<file path="src/hdl/mrpt_pkg.sv">
package mrpt_pkg;

  localparam int WORD_BITS_DEFAULT = 64;
  localparam int BASE_COUNT = 7;

  // fixed witness set, deterministic for all 64-bit values
  localparam logic [31:0] WITNESS [BASE_COUNT] = '{
    32'd2, 32'd325, 32'd9375, 32'd28178, 32'd450775, 32'd9780504, 32'd1795265022
  };

endpackage

</file>
<file path="src/hdl/mrpt_mulmod.sv">
module mrpt_mulmod #(
  parameter int W  = mrpt_pkg::WORD_BITS_DEFAULT,
  parameter int YW = mrpt_pkg::WORD_BITS_DEFAULT
) (
  input  logic          clk,
  input  logic          rst,
  input  logic          start,
  input  logic [W-1:0]  x,
  input  logic [YW-1:0] y,
  input  logic [W-1:0]  m,
  output logic          done,
  output logic [W-1:0]  result
);

  localparam int CW = $clog2(YW + 1);

  logic          busy;
  logic          phase;
  logic [W-1:0]  acc;
  logic [W-1:0]  xr;
  logic [YW-1:0] yr;
  logic [W-1:0]  mr;
  logic [CW-1:0] cnt;

  logic [W-1:0]  addend;
  logic [W-1:0]  room;
  logic [W-1:0]  sum;
  logic          bit_end;

  // one modular add per cycle: double, then add x when the multiplier bit is set
  always_comb begin
    addend  = phase ? xr : acc;
    room    = mr - acc;
    sum     = (addend >= room) ? (addend - room) : (acc + addend);
    bit_end = phase || !yr[YW-1];
  end

  // multiplier bits scanned from the top
  always_ff @(posedge clk) begin
    if (rst) begin
      busy  <= 1'b0;
      done  <= 1'b0;
      phase <= 1'b0;
    end else begin
      done <= busy && !start && bit_end && (cnt == CW'(1));
      if (start) begin
        busy  <= 1'b1;
        phase <= 1'b0;
        acc   <= '0;
        xr    <= x;
        yr    <= y;
        mr    <= m;
        cnt   <= CW'(YW);
      end else if (busy) begin
        acc <= sum;
        if (bit_end) begin
          phase <= 1'b0;
          yr    <= yr << 1;
          cnt   <= cnt - 1'b1;
          if (cnt == CW'(1)) begin
            busy <= 1'b0;
          end
        end else begin
          phase <= 1'b1;
        end
      end
    end
  end

  assign result = acc;

endmodule

</file>
<file path="config.mk">
export PLATFORM = sky130hd
export DESIGN_NAME = mrpt_mulmod
export DESIGN_NICKNAME = d
export VERILOG_FILES = /design/src/hdl/mrpt_pkg.sv /design/src/hdl/mrpt_mulmod.sv
export SDC_FILE = /design/constraint.sdc
export NUM_CORES = 1
export LEC_CHECK = 0
export BUFFER_PORTS_ARGS = -buffer_cell sky130_fd_sc_hd__buf_2
export CAP_MARGIN = 20
export CORE_MARGIN = 3
export CORE_UTILIZATION = 40
export CTS_CLUSTER_DIAMETER = 30
export DETAILED_ROUTE_END_ITERATION = 8
export SLEW_MARGIN = 25
export SYNTH_ARGS = -nofsm -noshare
export SYNTH_HDL_FRONTEND = slang
export SYNTH_SLANG_ARGS = --single-unit
</file>
<file path="constraint.sdc">
create_clock -name clk -period 11 [get_ports clk]
set_clock_uncertainty 0.2 [all_clocks]
set_input_delay 2.2 -clock clk [delete_from_list [all_inputs] [get_ports clk]]
set_output_delay 2.2 -clock clk [all_outputs]
set_load 0.02 [all_outputs]
</file>
After elaboration in Yosys (flattened, before gate mapping) --
Cells that the tools add are included.
Word-level totals: word-level logic and storage cells 40, bits in registers 266, input port bits 195, output and inout port bits 65
Operators by class: add/subtract/negate cells 4, reductions and logical operators 12, bitwise gates (word level) 1, order comparisons 1, equality and inequality tests 1, mux-type cells 13
Operators with widths (count):
- 64-bit two-way mux | 6
- 64-bit subtractor | 2
- 64-bit adder | 1
- 64-bit >= comparator | 1
- 7-bit two-way mux | 2
- 7-bit by 1-bit == test with 1-bit output (second input constant) | 1
- 7-bit by 1-bit subtractor with 7-bit output (second input constant) | 1
- 1-bit two-way mux | 5
- 2-bit AND reduction | 2
- 2-bit nonzero test | 2
- 1-bit logical AND | 3
- 3-bit AND reduction | 1
- 1-bit zero test | 2
- 2-bit OR reduction | 1
- 1-bit logical OR | 1
- 1-bit NOT | 1

Depth between registers and ports, before layout --
depth after elaboration 5, gate-level depth with buffers 30, depth with buffers taken out 29

Worst setup path before layout --
Ideal clock, no wire load.
path kind input to register, from input start, to register cnt[0] (enable), data arrival time 9.739 ns, library setup time 0.434 ns, stages 3, path buffers 0, setup slack 0.627 ns, data required time 10.366 ns, path through inv_1 > nor2_1 > o21a_1
Between the ends: word-level cells in the longest chain between the ends 2, elaborated cells between the ends (all ways) 3, classes of those cells reduce/logical: 3
Ends and longest elaborated chain:
- start: declaration | RTL line mrpt_mulmod.sv:7 | input logic start,
- 2-bit nonzero test (no line)
- 3-bit AND reduction (no line) *
- end signal: assignment | RTL line mrpt_mulmod.sv:53 | cnt <= CW'(YW);
- end signal: assignment | RTL line mrpt_mulmod.sv:59 | cnt <= cnt - 1'b1;
- end: declaration | RTL line mrpt_mulmod.sv:23 | logic [CW-1:0] cnt;
Every way passes the cells marked *; elsewhere a longest branch is shown, timed or not. A chain may end at the register's enable or synchronous reset.

Final worst setup path --
from register acc[0], in the netlist result[0], to register acc[63], in the netlist result[63] (data pin)
Between the ends: word-level cells in the longest chain between the ends 4, elaborated cells between the ends (all ways) 7, classes of those cells add/sub: 3; order compare: 1; mux: 3
Ends and longest elaborated chain:
- start: declaration | RTL line mrpt_mulmod.sv:19 | logic [W-1:0] acc;
- start signal: assignment | RTL line mrpt_mulmod.sv:55 | acc <= sum;
- 64-bit subtractor or 64-bit two-way mux (tied branches) | RTL line mrpt_mulmod.sv:33, mrpt_mulmod.sv:32
- 64-bit subtractor (tied with other cells) | RTL line mrpt_mulmod.sv:34 | sum = (addend >= room) ? (addend - room) : (acc + addend);
- 64-bit two-way mux * | RTL line mrpt_mulmod.sv:34
- 64-bit two-way mux * | RTL line mrpt_mulmod.sv:54 | end else if (busy) begin
Every way passes the cells marked *; elsewhere a longest branch is shown, timed or not. The select of a mux whose other input is x is not followed.

==> qor.yml <==
syn_nets: 2744
wire_per_inst_microns: 20.18
num_rows: 84
rsz0062_at_grt: "no"
ctsResizeCount: 0
setup_viol: 0
crit_fanout: 38
route.top_layer_used: "met5"
layout.nets: 2996
drt-total-wl_microns: 67710
vias_per_cell: 5.647
grt_pass1_vias: 18877
die_area_sq_um: 56390
arrival_ns: 8.43
ant_nets: 0
setup.worst_path.start_class: "flip-flop"
crit_type: "flip-flop to flip-flop"
portBuffers: 259
io_pins: 260
hold_ws_ns: 0.3429
hold_violations: 0
maxSlewViolCount: 0
fmax_mhz: 122.1
ys_seq_elements: 266
initial_utilization_pct: 40.62
post-route-drc-count: 0
async_flop_share_pct: 0
dr_wl_met3_microns: 3641
tightest_slew_ns: 0.9259
syn_inst: 2354
ys_warn_count: 0
synth_largest_area_cell: "edfxtp_1"
cts_buffers: 77
yosysUniqueCellTypes: 81
met2_length_microns: 33290
min_path_type: "flip-flop to flip-flop"
die_y_microns: 237.5
slew_headroom_pct: 38.27
dp_cells: 3214
drtIter0Drc: 1218
required_ns: 11.24
dp_hpwl_microns: 52530
yosys.area.top_type_share_pct: 36.85
wl_met1_microns: 28440
htreeDepth: 3
synthFlopType: "edfxtp_1"
hold_buffers: 0
hp-start: "yr[29]"
area_delta_synth_final_pct: 21.24
clk_pin_slew_ns: 0.04
insertion_delay_ns: 0.62
die_w_microns: 237.5
grt_overflow: 0
drive_above_1_share_pct: 18.15
grt_max_degree: 72
gp_congestion: 0.9182
synth_edf_count: 263
seq_area_frac_synth_pct: 37.13
core_area_sq_um: 52760
cap_viol_max_count: 0
synth.area.top_cells: "edfxtp_1, ha_1, a21oi_1, xnor2_1, nand2_1"
outcome: "complete, no violations"
num_vias: 18945
syn_avg_cell_area_sq_um: 9.104
antenna_found_initial: 2
grt_usage_pct: 23.47
root_buffer: "clkbuf_16"
cts_tree: "yes"
dr.pass1.iters: 6
min_period_ns: 8.192
cts.path.max_buffers: 3
crit_start: "result[0]"
worstReg2RegStart: "result[0]"
netlist_area_sq_um: 21430
grt_pass1_wl_microns: 104100
layout.cells.non_filler: 3355
finalSetupTns_ns: 0
postCtsSetupBuffers: 0
fin_crit_sh_pct: 74.47
clock-sinks: 266
endpoint_kind: "flip-flop"
-- cell usage in the layout, fill, tap and decap left out, drive strengths merged, types with 40 or more instances in the layout --
cell	instances
nor2	175
edfxtp	263
xnor2	108
clkbuf	91
buf	268
nand2	251
a21oi	271
nand3	45
xor2	70
ha	192
o21ai	183
a21o	120
mux2	65
nand4	40
inv	117
-- registers in the layout (all words and copies together), names as in the netlist --
signal / flops
mr: 64
result: 64
xr: 64
yr: 64
cnt: 7
busy: 1
done: 1
phase: 1
-- final timing paths --
path	endpoint	slack (ns)	cells past startpoint
setup / recovery	result[63]	2.81	27
hold / removal	yr[30]	0.34	1
setup reg to reg	result[63]	2.81	27
hold reg to reg	yr[30]	0.34	1
-- layout make-up --
type                       count  area (sq um)
antenna                        1         2.502
clock buffer                  91          1979
tap                          688         860.8
clock inverter                48         675.6
timing repair buffer         268          1379
fill                        5011         26780
multi-input combinational   1876         12680
inverter                     117         439.2
sequential                   266          7961
-- cells in the mapped netlist, drive strengths merged, types with 4 or more instances --
| master | number |
|---|---|
| a21oi | 271 |
| edfxtp | 263 |
| nand2 | 251 |
| ha | 192 |
| o21ai | 183 |
| nor2 | 175 |
| a21o | 120 |
| inv | 117 |
| xnor2 | 108 |
| clkbuf | 80 |
| xor2 | 70 |
| mux2 | 65 |
| nand3 | 45 |
| nand4 | 40 |
| o21bai | 39 |
| nor3 | 31 |
| a211oi | 25 |
| a31oi | 19 |
| nor2b | 19 |
| o21a | 19 |
| and2 | 17 |
| and3 | 17 |
| buf | 15 |
| o31ai | 13 |
| a21boi | 11 |
| nor4 | 11 |
| o211ai | 11 |
| o22ai | 10 |
| nand2b | 8 |
| a221oi | 7 |
| or3 | 7 |
| o221ai | 6 |
| and4 | 5 |
| nor4b | 5 |
| o41ai | 5 |
| or2 | 5 |
| a2111oi | 4 |
| a211o | 4 |
| a31o | 4 |
| a41o | 4 |
| a41oi | 4 |
| mux2i | 4 |
-- cell families after synthesis --
group                      Yosys count  share of synthesized area (%)
xor gates and xnor gates           178                          7.275
muxes                               69                          3.602
buffers and inverters              212                          3.766
AOI/OAI and AO/OA                  783                          22.88
and+or+nand+nor                    651                          13.85
DFF                                266                          37.13
adders and majority gates          195                          11.49
-- routing by layer --
metal	global-route usage (%)	vias up
met1	28.75	8945
met4	8.979	2
li1	-	9230
met3	4.711	145
met5	0	-
met2	40.83	623
-- through the flow --
stage	setup slack (ns)	util, %	instance area (sq um)
6_report	2.808	49.25	25980
3_3_place_gp	2.977	44.17	23300
3_5_place_dp	2.949	44.17	23300
5_1_grt	2.243	49.25	25980
2_1_floorplan	0.6273	-	21430
4_1_cts	2.865	49.20	25960
-- worst max-delay path: stages, from the launching register on --
cell and delay, ns:
edfxtp_1 0.40, ha_1 0.23, inv_1 0.07, fa_1 0.42, a211o_1 0.34, a211oi_1 0.38
a21o_1 0.28, a21oi_1 0.12, o21ai_0 0.63, o211ai_1 0.25, a21oi_1 0.32, o21ai_0 0.13
a21o_1 0.23, a311o_1 0.43, a21boi_0 0.25, xor2_1 0.26, ha_1 0.34, and4_1 0.25
nand2_1 0.06, o21ai_0 0.10, a41oi_1 0.22, nand2_1 0.08, o211ai_1 0.20, and2_2 0.70
nand2_1 0.48, nor4_1 0.40, mux2i_1 0.14, o221ai_1 0.09
Power is left out: the tool's default activity adds up to more than one toggle a clock period on the data nets, which glitch-free logic cannot reach.
